**src/hw/rtl/mnat_pkg.sv**
```systemverilog
// Shared types and constants for the mesh normalize / affine transform unit.
// No dependencies; compiled first.
package mnat_pkg;

    // Axis bookkeeping
    localparam int NUM_AXES = 3;
    localparam int AX_W     = 2;

    // Rotation register layout: three signed 16-bit entries per row
    localparam int ROT_ENTRY_W = 16;
    localparam int ROT_ROW_W   = NUM_AXES * ROT_ENTRY_W;

    // Identity matrix at reset (Q2.14 one on the diagonal)
    localparam logic [ROT_ROW_W-1:0] ROT_ROW0_RST = 48'h0000_0000_4000;
    localparam logic [ROT_ROW_W-1:0] ROT_ROW1_RST = 48'h0000_4000_0000;
    localparam logic [ROT_ROW_W-1:0] ROT_ROW2_RST = 48'h4000_0000_0000;

    // Register indexes of the configuration port
    localparam int CFG_IDX_W = 3;
    localparam logic [CFG_IDX_W-1:0] REG_CENTER_EN = 3'd0;
    localparam logic [CFG_IDX_W-1:0] REG_ROT_ROW0  = 3'd1;
    localparam logic [CFG_IDX_W-1:0] REG_ROT_ROW1  = 3'd2;
    localparam logic [CFG_IDX_W-1:0] REG_ROT_ROW2  = 3'd3;
    localparam logic [CFG_IDX_W-1:0] REG_TRANS_X   = 3'd4;
    localparam logic [CFG_IDX_W-1:0] REG_TRANS_Y   = 3'd5;
    localparam logic [CFG_IDX_W-1:0] REG_TRANS_Z   = 3'd6;

    // Item codes
    localparam logic ACT_MEASURE = 1'b0;
    localparam logic ACT_EMIT    = 1'b1;

    // Sequencer states
    typedef enum logic [3:0] {
        ST_IDLE,
        ST_EXT,
        ST_CTR,
        ST_NORM,
        ST_DIV,
        ST_MAC,
        ST_DRAIN,
        ST_ROUND,
        ST_OUT
    } t_state;

    // Control into the multiply-accumulate unit
    typedef struct packed {
        logic valid;
        logic first;
    } t_mac_ctl;

endpackage

```
**src/hw/rtl/mnat_if.sv**
```systemverilog
// Valid/ready channel interfaces: vertex input, result output, config write.
// Depends on mnat_pkg.
interface mnat_in_if #(parameter int W = 32) ();
    logic                valid;
    logic                ready;
    logic                action;
    logic                first_vertex;
    logic signed [W-1:0] in_x;
    logic signed [W-1:0] in_y;
    logic signed [W-1:0] in_z;

    modport source (output valid, action, first_vertex, in_x, in_y, in_z, input ready);
    modport sink   (input valid, action, first_vertex, in_x, in_y, in_z, output ready);
endinterface

interface mnat_out_if #(parameter int W = 32) ();
    logic                valid;
    logic                ready;
    logic signed [W-1:0] out_x;
    logic signed [W-1:0] out_y;
    logic signed [W-1:0] out_z;
    logic                degenerate_box;
    logic                saturated;

    modport source (output valid, out_x, out_y, out_z, degenerate_box, saturated,
                    input ready);
    modport sink   (input valid, out_x, out_y, out_z, degenerate_box, saturated,
                    output ready);
endinterface

interface mnat_cfg_if #(parameter int DW = 48) ();
    logic                             valid;
    logic                             ready;
    logic [mnat_pkg::CFG_IDX_W-1:0]   index;
    logic [DW-1:0]                    data;

    modport source (output valid, index, data, input ready);
    modport sink   (input valid, index, data, output ready);
endinterface

```
**src/hw/rtl/mnat_div.sv**
```systemverilog
// Iterative unsigned restoring divider, one quotient bit per cycle.
// Depends on nothing beyond the clock and reset.
module mnat_div #(
    parameter int NW = 49,
    parameter int DW = 32
) (
    input  logic          i_clk,
    input  logic          i_rst_n,
    input  logic          i_start,
    input  logic [NW-1:0] i_num,
    input  logic [DW-1:0] i_den,
    output logic          o_done,
    output logic [NW-1:0] o_quo
);
    localparam int CW = (NW > 1) ? $clog2(NW) : 1;

    logic          r_busy;
    logic          r_done;
    logic [CW-1:0] r_cnt;
    logic [DW-1:0] r_rem;
    logic [DW-1:0] r_den;
    logic [NW-1:0] r_q;

    logic [DW:0]   w_rem_sh;
    logic          w_ge;
    logic [DW:0]   w_diff;

    // trial subtract of the shifted remainder
    assign w_rem_sh = {r_rem, r_q[NW-1]};
    assign w_ge     = (w_rem_sh >= {1'b0, r_den});
    assign w_diff   = w_rem_sh - {1'b0, r_den};

    // control
    always_ff @(posedge i_clk) begin
        if (!i_rst_n) begin
            r_busy <= 1'b0;
            r_done <= 1'b0;
            r_cnt  <= '0;
        end else begin
            r_done <= 1'b0;
            if (i_start) begin
                r_busy <= 1'b1;
                r_cnt  <= CW'(NW - 1);
            end else if (r_busy) begin
                if (r_cnt == '0) begin
                    r_busy <= 1'b0;
                    r_done <= 1'b1;
                end else begin
                    r_cnt <= r_cnt - 1'b1;
                end
            end
        end
    end

    // datapath: numerator shifts out the top, quotient bits shift in the bottom
    always_ff @(posedge i_clk) begin
        if (i_start) begin
            r_rem <= '0;
            r_den <= i_den;
            r_q   <= i_num;
        end else if (r_busy) begin
            r_rem <= w_ge ? w_diff[DW-1:0] : w_rem_sh[DW-1:0];
            r_q   <= {r_q[NW-2:0], w_ge};
        end
    end

    assign o_done = r_done;
    assign o_quo  = r_q;

endmodule

```
**src/hw/rtl/mnat_mac.sv**
```systemverilog
// Shared multiply-accumulate unit for the rotation: registered product,
// then accumulate. The first term of a row also adds the rounding constant.
// Depends on mnat_pkg.
module mnat_mac #(
    parameter int CW = 32,
    parameter int RF = 14
) (
    input  logic                                      i_clk,
    input  logic                                      i_rst_n,
    input  mnat_pkg::t_mac_ctl                        i_ctl,
    input  logic signed [mnat_pkg::ROT_ENTRY_W-1:0]   i_coef,
    input  logic signed [CW-1:0]                      i_data,
    output logic signed [CW+mnat_pkg::ROT_ENTRY_W+1:0] o_acc
);
    import mnat_pkg::*;

    localparam int PW = CW + ROT_ENTRY_W;
    localparam int AW = PW + 2;
    localparam logic signed [AW-1:0] RND = AW'(1) <<< (RF - 1);

    logic                 r_prod_valid;
    logic                 r_prod_first;
    logic signed [PW-1:0] r_prod;
    logic signed [AW-1:0] r_acc;

    // pipeline control
    always_ff @(posedge i_clk) begin
        if (!i_rst_n) begin
            r_prod_valid <= 1'b0;
            r_prod_first <= 1'b0;
        end else begin
            r_prod_valid <= i_ctl.valid;
            r_prod_first <= i_ctl.first;
        end
    end

    // multiply, then accumulate the registered product in the cycle after
    always_ff @(posedge i_clk) begin
        if (i_ctl.valid) begin
            r_prod <= PW'(i_coef) * PW'(i_data);
        end
        if (r_prod_valid) begin
            if (r_prod_first) begin
                r_acc <= AW'(r_prod) + RND;
            end else begin
                r_acc <= r_acc + AW'(r_prod);
            end
        end
    end

    assign o_acc = r_acc;

endmodule

```
**src/hw/rtl/mesh_normalize_affine_transform_unit.sv**
```systemverilog
// Mesh normalize and affine transform unit: bounding box, centering, rotation.
// An emit item with centering on finds the largest extent, centers each axis and divides it
// by that extent in the bit-serial divider, one bit per cycle; a zero extent skips the divide.
// With centering off it goes straight to rotation. A measure item folds into the box at its transfer.
// Throughput: one item at a time; the input is not ready while an emit runs.
// Reset (synchronous, active low): box zero, identity rotation, no translation.
module mesh_normalize_affine_transform_unit #(
    parameter int COORD_WIDTH     = 32,
    parameter int COORD_FRAC_BITS = 16,
    parameter int ROT_FRAC_BITS   = 14
) (
    input  logic        i_clk,
    input  logic        i_rst_n,
    mnat_in_if.sink     i_in,
    mnat_out_if.source  o_out,
    mnat_cfg_if.sink    i_cfg
);
    import mnat_pkg::*;

    localparam int W   = COORD_WIDTH;
    localparam int NW  = W + COORD_FRAC_BITS + 1;  // divider numerator
    localparam int QW  = NW + 1;                   // signed quotient
    localparam int AW  = W + ROT_ENTRY_W + 2;      // accumulator
    localparam int SW  = AW + 1;                   // rounded sum plus translation

    // configuration
    logic                 r_center_en;
    logic [ROT_ROW_W-1:0] r_rot   [NUM_AXES];
    logic signed [W-1:0]  r_trans [NUM_AXES];

    // box state
    logic signed [W-1:0]  r_box_min [NUM_AXES];
    logic signed [W-1:0]  r_box_max [NUM_AXES];

    // item work registers
    t_state               r_state, n_state;
    logic [AX_W-1:0]      r_ax;
    logic [AX_W-1:0]      r_row;
    logic [AX_W-1:0]      r_col;
    logic signed [W-1:0]  r_v   [NUM_AXES];
    logic signed [W-1:0]  r_n   [NUM_AXES];
    logic signed [W-1:0]  r_res [NUM_AXES];
    logic [W-1:0]         r_ext;
    logic signed [W:0]    r_d;
    logic                 r_neg;
    logic                 r_degen;
    logic                 r_sat;

    // output register
    logic                 r_out_valid;
    logic signed [W-1:0]  r_out [NUM_AXES];
    logic                 r_out_degen;
    logic                 r_out_sat;

    // control
    logic                 w_accept;
    logic                 w_div_start;
    t_mac_ctl             w_mac_ctl;
    logic                 w_out_load;
    logic                 w_ax_last;
    logic                 w_col_last;
    logic                 w_row_last;

    // datapath nets
    logic signed [W:0]    w_ext_e;
    logic signed [W+1:0]  w_ctr_sum;
    logic signed [W+1:0]  w_ctr_d;
    logic signed [W:0]    w_d_abs;
    logic [NW-1:0]        w_num;
    logic                 w_div_done;
    logic [NW-1:0]        w_quo;
    logic signed [QW-1:0] w_quo_s;
    logic                 w_quo_fit;
    logic                 w_d_fit;
    logic signed [W-1:0]  w_quo_sat;
    logic signed [W-1:0]  w_d_sat;
    logic signed [ROT_ENTRY_W-1:0] w_coef;
    logic signed [AW-1:0] w_acc;
    logic signed [SW-1:0] w_sum;
    logic                 w_sum_fit;
    logic signed [W-1:0]  w_sum_sat;
    logic signed [W-1:0]  w_in_v [NUM_AXES];

    assign w_in_v[0] = i_in.in_x;
    assign w_in_v[1] = i_in.in_y;
    assign w_in_v[2] = i_in.in_z;

    assign w_ax_last  = (r_ax  == AX_W'(NUM_AXES - 1));
    assign w_col_last = (r_col == AX_W'(NUM_AXES - 1));
    assign w_row_last = (r_row == AX_W'(NUM_AXES - 1));

    // extent of the current axis, center offset of the current axis
    assign w_ext_e   = {r_box_max[r_ax][W-1], r_box_max[r_ax]}
                     - {r_box_min[r_ax][W-1], r_box_min[r_ax]};
    assign w_ctr_sum = {{2{r_box_max[r_ax][W-1]}}, r_box_max[r_ax]}
                     + {{2{r_box_min[r_ax][W-1]}}, r_box_min[r_ax]};
    assign w_ctr_d   = {{2{r_v[r_ax][W-1]}}, r_v[r_ax]} - (w_ctr_sum >>> 1);

    // divider operands: |d| scaled by 2^(frac+1) over the extent
    assign w_d_abs = r_d[W] ? -r_d : r_d;
    assign w_num   = {w_d_abs[W-1:0], {(COORD_FRAC_BITS + 1){1'b0}}};

    mnat_div #(
        .NW (NW),
        .DW (W)
    ) u_div (
        .i_clk   (i_clk),
        .i_rst_n (i_rst_n),
        .i_start (w_div_start),
        .i_num   (w_num),
        .i_den   (r_ext),
        .o_done  (w_div_done),
        .o_quo   (w_quo)
    );

    // signed quotient, truncated toward zero, then saturated
    assign w_quo_s   = r_neg ? -{1'b0, w_quo} : {1'b0, w_quo};
    assign w_quo_fit = (w_quo_s[QW-1:W-1] == '0) || (w_quo_s[QW-1:W-1] == '1);
    assign w_quo_sat = w_quo_fit ? w_quo_s[W-1:0]
                     : (w_quo_s[QW-1] ? {1'b1, {(W-1){1'b0}}} : {1'b0, {(W-1){1'b1}}});

    // zero extent: centered value only, saturated
    assign w_d_fit = (r_d[W:W-1] == 2'b00) || (r_d[W:W-1] == 2'b11);
    assign w_d_sat = w_d_fit ? r_d[W-1:0]
                   : (r_d[W] ? {1'b1, {(W-1){1'b0}}} : {1'b0, {(W-1){1'b1}}});

    // rotation through the shared multiplier
    assign w_coef = r_rot[r_row][ROT_ENTRY_W * r_col +: ROT_ENTRY_W];

    mnat_mac #(
        .CW (W),
        .RF (ROT_FRAC_BITS)
    ) u_mac (
        .i_clk   (i_clk),
        .i_rst_n (i_rst_n),
        .i_ctl   (w_mac_ctl),
        .i_coef  (w_coef),
        .i_data  (r_n[r_col]),
        .o_acc   (w_acc)
    );

    // floor shift of the rounded sum, add translation, saturate
    assign w_sum     = SW'(w_acc >>> ROT_FRAC_BITS) + SW'(r_trans[r_row]);
    assign w_sum_fit = (w_sum[SW-1:W-1] == '0) || (w_sum[SW-1:W-1] == '1);
    assign w_sum_sat = w_sum_fit ? w_sum[W-1:0]
                     : (w_sum[SW-1] ? {1'b1, {(W-1){1'b0}}} : {1'b0, {(W-1){1'b1}}});

    // next state
    always_comb begin
        n_state = r_state;
        unique case (r_state)
            ST_IDLE: begin
                if (i_in.valid && i_in.action == ACT_EMIT) begin
                    n_state = r_center_en ? ST_EXT : ST_MAC;
                end
            end
            ST_EXT:   n_state = w_ax_last ? ST_CTR : ST_EXT;
            ST_CTR:   n_state = ST_NORM;
            ST_NORM: begin
                if (r_degen) begin
                    n_state = w_ax_last ? ST_MAC : ST_CTR;
                end else begin
                    n_state = ST_DIV;
                end
            end
            ST_DIV: begin
                if (w_div_done) begin
                    n_state = w_ax_last ? ST_MAC : ST_CTR;
                end
            end
            ST_MAC:   n_state = w_col_last ? ST_DRAIN : ST_MAC;
            ST_DRAIN: n_state = ST_ROUND;
            ST_ROUND: n_state = w_row_last ? ST_OUT : ST_MAC;
            ST_OUT:   n_state = (!r_out_valid || o_out.ready) ? ST_IDLE : ST_OUT;
            default:  n_state = ST_IDLE;
        endcase
    end

    // control outputs
    always_comb begin
        w_accept        = 1'b0;
        w_div_start     = 1'b0;
        w_mac_ctl.valid = 1'b0;
        w_mac_ctl.first = 1'b0;
        w_out_load      = 1'b0;
        unique case (r_state)
            ST_IDLE:  w_accept    = i_in.valid;
            ST_NORM:  w_div_start = !r_degen;
            ST_MAC: begin
                w_mac_ctl.valid = 1'b1;
                w_mac_ctl.first = (r_col == '0);
            end
            ST_OUT:   w_out_load  = !r_out_valid || o_out.ready;
            default: ;
        endcase
    end

    assign i_in.ready  = (r_state == ST_IDLE);
    assign i_cfg.ready = 1'b1;

    // state, configuration and box registers
    always_ff @(posedge i_clk) begin
        if (!i_rst_n) begin
            r_state     <= ST_IDLE;
            r_center_en <= 1'b0;
            r_rot[0]    <= ROT_ROW0_RST;
            r_rot[1]    <= ROT_ROW1_RST;
            r_rot[2]    <= ROT_ROW2_RST;
            for (int i = 0; i < NUM_AXES; i++) begin
                r_trans[i]   <= '0;
                r_box_min[i] <= '0;
                r_box_max[i] <= '0;
            end
        end else begin
            r_state <= n_state;

            // configuration write transfer
            if (i_cfg.valid) begin
                unique case (i_cfg.index)
                    REG_CENTER_EN: r_center_en <= i_cfg.data[0];
                    REG_ROT_ROW0:  r_rot[0]    <= i_cfg.data[ROT_ROW_W-1:0];
                    REG_ROT_ROW1:  r_rot[1]    <= i_cfg.data[ROT_ROW_W-1:0];
                    REG_ROT_ROW2:  r_rot[2]    <= i_cfg.data[ROT_ROW_W-1:0];
                    REG_TRANS_X:   r_trans[0]  <= i_cfg.data[W-1:0];
                    REG_TRANS_Y:   r_trans[1]  <= i_cfg.data[W-1:0];
                    REG_TRANS_Z:   r_trans[2]  <= i_cfg.data[W-1:0];
                    default: ;
                endcase
            end

            // measure item folds into the box at its transfer
            if (w_accept && i_in.action == ACT_MEASURE) begin
                for (int i = 0; i < NUM_AXES; i++) begin
                    if (i_in.first_vertex) begin
                        r_box_min[i] <= w_in_v[i];
                        r_box_max[i] <= w_in_v[i];
                    end else begin
                        if (w_in_v[i] < r_box_min[i]) r_box_min[i] <= w_in_v[i];
                        if (w_in_v[i] > r_box_max[i]) r_box_max[i] <= w_in_v[i];
                    end
                end
            end
        end
    end

    // emit datapath
    always_ff @(posedge i_clk) begin
        unique case (r_state)
            ST_IDLE: begin
                for (int i = 0; i < NUM_AXES; i++) begin
                    r_v[i] <= w_in_v[i];
                    r_n[i] <= w_in_v[i];
                end
                r_ax    <= '0;
                r_row   <= '0;
                r_col   <= '0;
                r_ext   <= '0;
                r_degen <= 1'b0;
                r_sat   <= 1'b0;
            end
            ST_EXT: begin
                if (!w_ext_e[W] && (w_ext_e[W-1:0] > r_ext)) begin
                    r_ext <= w_ext_e[W-1:0];
                end
                r_ax <= w_ax_last ? '0 : r_ax + 1'b1;
            end
            ST_CTR: begin
                r_d     <= w_ctr_d[W:0];
                r_degen <= (r_ext == '0);
            end
            ST_NORM: begin
                r_neg <= r_d[W];
                if (r_degen) begin
                    r_n[r_ax] <= w_d_sat;
                    if (!w_d_fit) r_sat <= 1'b1;
                    r_ax <= r_ax + 1'b1;
                end
            end
            ST_DIV: begin
                if (w_div_done) begin
                    r_n[r_ax] <= w_quo_sat;
                    if (!w_quo_fit) r_sat <= 1'b1;
                    r_ax <= r_ax + 1'b1;
                end
            end
            ST_MAC: begin
                r_col <= w_col_last ? '0 : r_col + 1'b1;
            end
            ST_ROUND: begin
                r_res[r_row] <= w_sum_sat;
                if (!w_sum_fit) r_sat <= 1'b1;
                r_row <= r_row + 1'b1;
            end
            default: ;
        endcase
    end

    // output register
    always_ff @(posedge i_clk) begin
        if (!i_rst_n) begin
            r_out_valid <= 1'b0;
        end else if (w_out_load) begin
            r_out_valid <= 1'b1;
        end else if (o_out.ready) begin
            r_out_valid <= 1'b0;
        end
    end

    always_ff @(posedge i_clk) begin
        if (w_out_load) begin
            for (int i = 0; i < NUM_AXES; i++) begin
                r_out[i] <= r_res[i];
            end
            r_out_degen <= r_degen;
            r_out_sat   <= r_sat;
        end
    end

    assign o_out.valid          = r_out_valid;
    assign o_out.out_x          = r_out[0];
    assign o_out.out_y          = r_out[1];
    assign o_out.out_z          = r_out[2];
    assign o_out.degenerate_box = r_out_degen;
    assign o_out.saturated      = r_out_sat;

endmodule
```
**src/flat_wrapper.sv**
```systemverilog
// flat-port wrapper written by rule: the top's interface ports become plain ports
module mesh_normalize_affine_transform_unit_flat import mnat_pkg::*;
#(
    parameter int COORD_WIDTH     = 32,
    parameter int COORD_FRAC_BITS = 16,
    parameter int ROT_FRAC_BITS   = 14
)
  (i_clk, i_rst_n, i_in_valid, i_in_action, i_in_first_vertex, i_in_in_x, i_in_in_y, i_in_in_z, i_in_ready, o_out_valid, o_out_out_x, o_out_out_y, o_out_out_z, o_out_degenerate_box, o_out_saturated, o_out_ready, i_cfg_valid, i_cfg_index, i_cfg_data, i_cfg_ready);
  mnat_in_if i_in_i ();
  mnat_out_if o_out_i ();
  mnat_cfg_if i_cfg_i ();
  input  logic i_clk;
  input  logic i_rst_n;
  input wire logic [$bits(i_in_i.valid)-1:0] i_in_valid;
  input wire logic [$bits(i_in_i.action)-1:0] i_in_action;
  input wire logic [$bits(i_in_i.first_vertex)-1:0] i_in_first_vertex;
  input wire logic [$bits(i_in_i.in_x)-1:0] i_in_in_x;
  input wire logic [$bits(i_in_i.in_y)-1:0] i_in_in_y;
  input wire logic [$bits(i_in_i.in_z)-1:0] i_in_in_z;
  output wire logic [$bits(i_in_i.ready)-1:0] i_in_ready;
  output wire logic [$bits(o_out_i.valid)-1:0] o_out_valid;
  output wire logic [$bits(o_out_i.out_x)-1:0] o_out_out_x;
  output wire logic [$bits(o_out_i.out_y)-1:0] o_out_out_y;
  output wire logic [$bits(o_out_i.out_z)-1:0] o_out_out_z;
  output wire logic [$bits(o_out_i.degenerate_box)-1:0] o_out_degenerate_box;
  output wire logic [$bits(o_out_i.saturated)-1:0] o_out_saturated;
  input wire logic [$bits(o_out_i.ready)-1:0] o_out_ready;
  input wire logic [$bits(i_cfg_i.valid)-1:0] i_cfg_valid;
  input wire logic [$bits(i_cfg_i.index)-1:0] i_cfg_index;
  input wire logic [$bits(i_cfg_i.data)-1:0] i_cfg_data;
  output wire logic [$bits(i_cfg_i.ready)-1:0] i_cfg_ready;
  assign i_in_i.valid = i_in_valid;
  assign i_in_i.action = i_in_action;
  assign i_in_i.first_vertex = i_in_first_vertex;
  assign i_in_i.in_x = i_in_in_x;
  assign i_in_i.in_y = i_in_in_y;
  assign i_in_i.in_z = i_in_in_z;
  assign i_in_ready = i_in_i.ready;
  assign o_out_valid = o_out_i.valid;
  assign o_out_out_x = o_out_i.out_x;
  assign o_out_out_y = o_out_i.out_y;
  assign o_out_out_z = o_out_i.out_z;
  assign o_out_degenerate_box = o_out_i.degenerate_box;
  assign o_out_saturated = o_out_i.saturated;
  assign o_out_i.ready = o_out_ready;
  assign i_cfg_i.valid = i_cfg_valid;
  assign i_cfg_i.index = i_cfg_index;
  assign i_cfg_i.data = i_cfg_data;
  assign i_cfg_ready = i_cfg_i.ready;
  mesh_normalize_affine_transform_unit #(.COORD_WIDTH(COORD_WIDTH), .COORD_FRAC_BITS(COORD_FRAC_BITS), .ROT_FRAC_BITS(ROT_FRAC_BITS)) u_core (.i_clk(i_clk), .i_rst_n(i_rst_n), .i_in(i_in_i), .o_out(o_out_i), .i_cfg(i_cfg_i));
endmodule
```
**config.mk**
```make
export PLATFORM = sky130hd
export DESIGN_NAME = mesh_normalize_affine_transform_unit_flat
export DESIGN_NICKNAME = d
export VERILOG_FILES = /design/src/hw/rtl/mnat_pkg.sv /design/src/hw/rtl/mnat_if.sv /design/src/hw/rtl/mnat_div.sv /design/src/hw/rtl/mnat_mac.sv /design/src/hw/rtl/mesh_normalize_affine_transform_unit.sv /design/src/flat_wrapper.sv
export SDC_FILE = /design/constraint.sdc
export NUM_CORES = 2
export LEC_CHECK = 0
export BUFFER_PORTS_ARGS = -buffer_cell sky130_fd_sc_hd__buf_2
export CAP_MARGIN = 20
export CORE_ASPECT_RATIO = 1.2
export CORE_UTILIZATION = 60
export CTS_CLUSTER_DIAMETER = 30
export CTS_CLUSTER_SIZE = 25
export DETAILED_ROUTE_END_ITERATION = 8
export PLACE_DENSITY = 0.73
export SLEW_MARGIN = 20
export SYNTH_ARGS = -nofsm -noshare
export SYNTH_HDL_FRONTEND = slang
export SYNTH_SLANG_ARGS = --single-unit
```
**constraint.sdc**
```tcl
create_clock -name i_clk -period 12 [get_ports i_clk]
set_input_delay 2.4 -clock i_clk [delete_from_list [all_inputs] [get_ports i_clk]]
set_output_delay 2.4 -clock i_clk [all_outputs]
set_load 0.01 [all_outputs]
```
==> impl_summary.log <==
INFO  metric outcome = finished, final reports clean
INFO  metric synthFlopType = edfxtp_1
INFO  metric num_vias = 62600
INFO  metric final_wirelength = 255000 um
INFO  metric gp_routability_congestion = 0.975
INFO  metric drt-pass1-iter-count = 6
INFO  metric ys_async_sr_fraction = 0%
INFO  metric cts_root_buffer = clkbuf_16
INFO  metric worst_pin_slew = 1.20 ns
INFO  metric count_of_different_cell_masters_after_synthesis = 81
INFO  metric grt_start_max_net_pins = 110
INFO  metric relSlewSlack = 19.2%
INFO  metric nets = 9332
INFO  metric synth.avg_cell_area = 10.4 um^2
INFO  metric wl_per_cell = 25.2 um
INFO  metric hold_violations = 0
INFO  metric cts_resized = 0
INFO  metric worst_path_clk_slew = 0.06 ns
INFO  metric floorplan.die.height = 408 um
INFO  metric period_share = 83.7%
INFO  metric synthesis_warnings = 0
INFO  metric grt_first_pass_wirelength = 378000 um
INFO  metric critPathArrivalTime = 10.62 ns
INFO  metric setup_total_negative_slack = 0 ns
INFO  metric port_buffers = 253
INFO  metric clock_latency = 0.85 ns
INFO  metric synth_top_area_cell = edfxtp_1
INFO  metric floorplan.initialDensity = 60.6%
INFO  metric ctsHoldBuffers = 0
INFO  metric viasPerCell = 6.19
INFO  metric mappedNetlistNets = 9119
INFO  metric vias_in_the_first_global_route = 62100
INFO  metric fp.coreArea = 136000 um^2
INFO  metric cp_data_required_time = 12.57 ns
INFO  metric max_cap_viol_count = 0
INFO  metric syn_to_final_growth = 12.5%
INFO  metric globalRouteOverflowTotal = 0
INFO  metric cts_tree = built
INFO  metric synth_top_area_share = 39.6%
INFO  metric fmax = 0.0995 GHz
INFO  metric design_area_final = 92800 um^2
INFO  metric grtUsageTotal = 36.5%
INFO  metric rows = 148
INFO  metric final_layout_size_suffix_gt1_share = 10.7%
INFO  metric critPathKind = reg2reg
INFO  metric synth_most_common_cell = edfxtp_1
INFO  metric grt_antenna_before_repair = 16
INFO  metric boundaryPins = 255
INFO  metric route.detailed.drc = 0
INFO  metric synth_enable_flop_cells = 1086
INFO  metric count_of_h_tree_levels_built_during_cts = 4
INFO  metric synth_commonest_cells = edfxtp_1 (1086), inv_1 (1029), nand2_1 (753)
INFO  metric die-area = 139000 um^2
INFO  metric finalClockSkew = 0.0802 ns
INFO  metric cts.sink_count = 1157
INFO  metric cts_buffer_depth = 3
INFO  metric num-fill-cells = 10300
INFO  metric cell_area_placed = 85600 um^2
INFO  metric seq_area_frac_synth = 41.3%
INFO  metric post_synth_instance_area = 82400 um^2
INFO  metric layout_min_cycle_time = 10.05 ns
INFO  metric detail-route-antenna-nets = 0
INFO  metric drv_slew = 0
INFO  metric setup.worst_path.start_class = flop
INFO  metric hpwl = 190000 um
INFO  metric holdCritPathClass = reg2reg
INFO  metric die_w = 340 um
INFO  metric grt_setup_unrepaired = false
INFO  metric detailedRoute.firstIterationViolations = 6728
INFO  metric synth_area_leaders = edfxtp_1 (40%), fa_1 (12%), ha_1 (8.5%), inv_1 (4.7%), nand2_1 (3.4%)
INFO  metric count_of_state_elements_after_synthesis = 1157
INFO  metric worstPathMaxFanout = 26
INFO  metric cts_buffers = 203
INFO  metric final-setup-viol-count = 0
INFO  metric setup.worst_path.end_class = flop
INFO  metric post_synthesis_cells = 7911
INFO  metric cts_setup_buffers = 0
## final cells by class
class	count	area [um^2]	share of cell area (%)
multi-input combinational	5391	43500	46.9
tap	1800	2250	2.43
timing repair buffer	341	1940	2.09
clock inverter	167	1990	2.14
antenna	7	17.5	0.0189
sequential	1157	34100	36.7
inverter	1030	3870	4.17
clock buffer	215	5160	5.56
## flip-flops by register name, summed over array words and instances (netlist names), 4 cells and up, named ones only
signal / flops
u_core.r_box_max: 96
u_core.r_res: 96
u_core.r_ext: 32
u_core.u_div.o_quo: 49
u_core.r_state: 4
u_core.r_out: 96
u_core.r_rot: 144
u_core.r_n: 128
u_core.u_mac.r_prod: 48
u_core.u_div.r_den: 32
u_core.r_v: 96
u_core.u_div.r_rem: 32
u_core.r_d: 33
u_core.r_trans: 96
u_core.r_box_min: 96
u_core.u_div.r_cnt: 6
u_core.u_mac.o_acc: 50
## logic make-up after synthesis
logic type | share of synthesized area (%)
buffers and inverters | 6.22
xor gates and xnor gates | 3.46
and+or+nand+nor | 12.5
muxes | 4.24
AOI/OAI and AO/OA | 11.8
adders and majority gates | 20.5
DFF | 41.3
other | 0.00455
## placed cells by master, fill, tap and decap left out, drive strengths merged, types with 15 or more instances in the layout
cell,instances
dfxtp,71
or3,27
a21o,219
nor3,87
a211oi,53
edfxtp,1086
or4,15
mux2,67
o21a,101
nor2,472
nand4,82
nand3,107
nor2b,125
and2,166
mux4,30
inv,1089
xor2,147
o21bai,45
fa,492
o211ai,42
a21oi,366
and3,148
clkbuf,215
clkinv,62
ha,562
or2,17
nand2,753
o21ai,493
a31oi,33
nand2b,66
a221oi,16
o31ai,36
o41ai,18
xnor2,179
bufinv,18
clkinvlp,28
mux2i,206
buf,341
nor4,32
## through the flow
| step | hold WS, ns | std cells | worst slack (ns) | util [%] |
|---|---|---|---|---|
| finish | 0.404 | 10100 | 1.95 | 68.3 |
| detailed placement | 0.405 | 9719 | 2.08 | 63.0 |
| global route | 0.409 | 10100 | 1.54 | 68.3 |
| floorplan | 0.400 | 7911 | 3.29 | - |
| global placement | 0.400 | 9716 | 2.31 | 63.0 |
| CTS | 0.400 | 10100 | 2.08 | 68.2 |
## path summary, 6_finish.rpt
path / cells past startpoint / startpoint / end / slack (ns)
worst min-delay path: 0 / u_core.r_res[2][11] / u_core.r_out[0][75] / 0.40
worst max register to register: 25 / u_core.r_col[0] / u_core.u_mac.r_prod[46] / 1.95
worst min register to register: 0 / u_core.r_res[2][11] / u_core.r_out[0][75] / 0.40
worst max-delay path: 25 / u_core.r_col[0] / u_core.u_mac.r_prod[46] / 1.95
## worst max-delay path, cell delays in order, from the launching register on
cell and delay, ns:
edfxtp_1 0.84, inv_1 0.57, nor2_2 0.40, buf_4 0.34, a221o_1 0.59, nand2_1 0.68, nor2_1 0.34, fa_1 0.49
fa_1 0.53, fa_1 0.52, fa_1 0.51, fa_1 0.54, inv_1 0.05, fa_1 0.52, inv_1 0.04, ha_1 0.34
and3_1 0.21, nor4bb_1 0.36, a211oi_1 0.21, o31ai_1 0.69, a21oi_1 0.17, a21oi_1 0.30, a211o_1 0.18, a21oi_1 0.09
o21ai_0 0.21, xor2_1 0.09
## routing by layer
metal | wire length (um) | share of wire (%) | up-vias | GRT usage [%]
li1 | - | - | 27900 | -
met1 | 98400 | 39 | 30800 | 48.7
met2 | 114000 | 45 | 3336 | 55.9
met3 | 28300 | 11 | 653 | 9.00
met4 | 13300 | 5.2 | 2 | 17.9
met5 | 13 | 0.0051 | - | 0
Power is left out: the tool's default activity adds up to more than one toggle a clock period on the data nets, which glitch-free logic cannot reach.
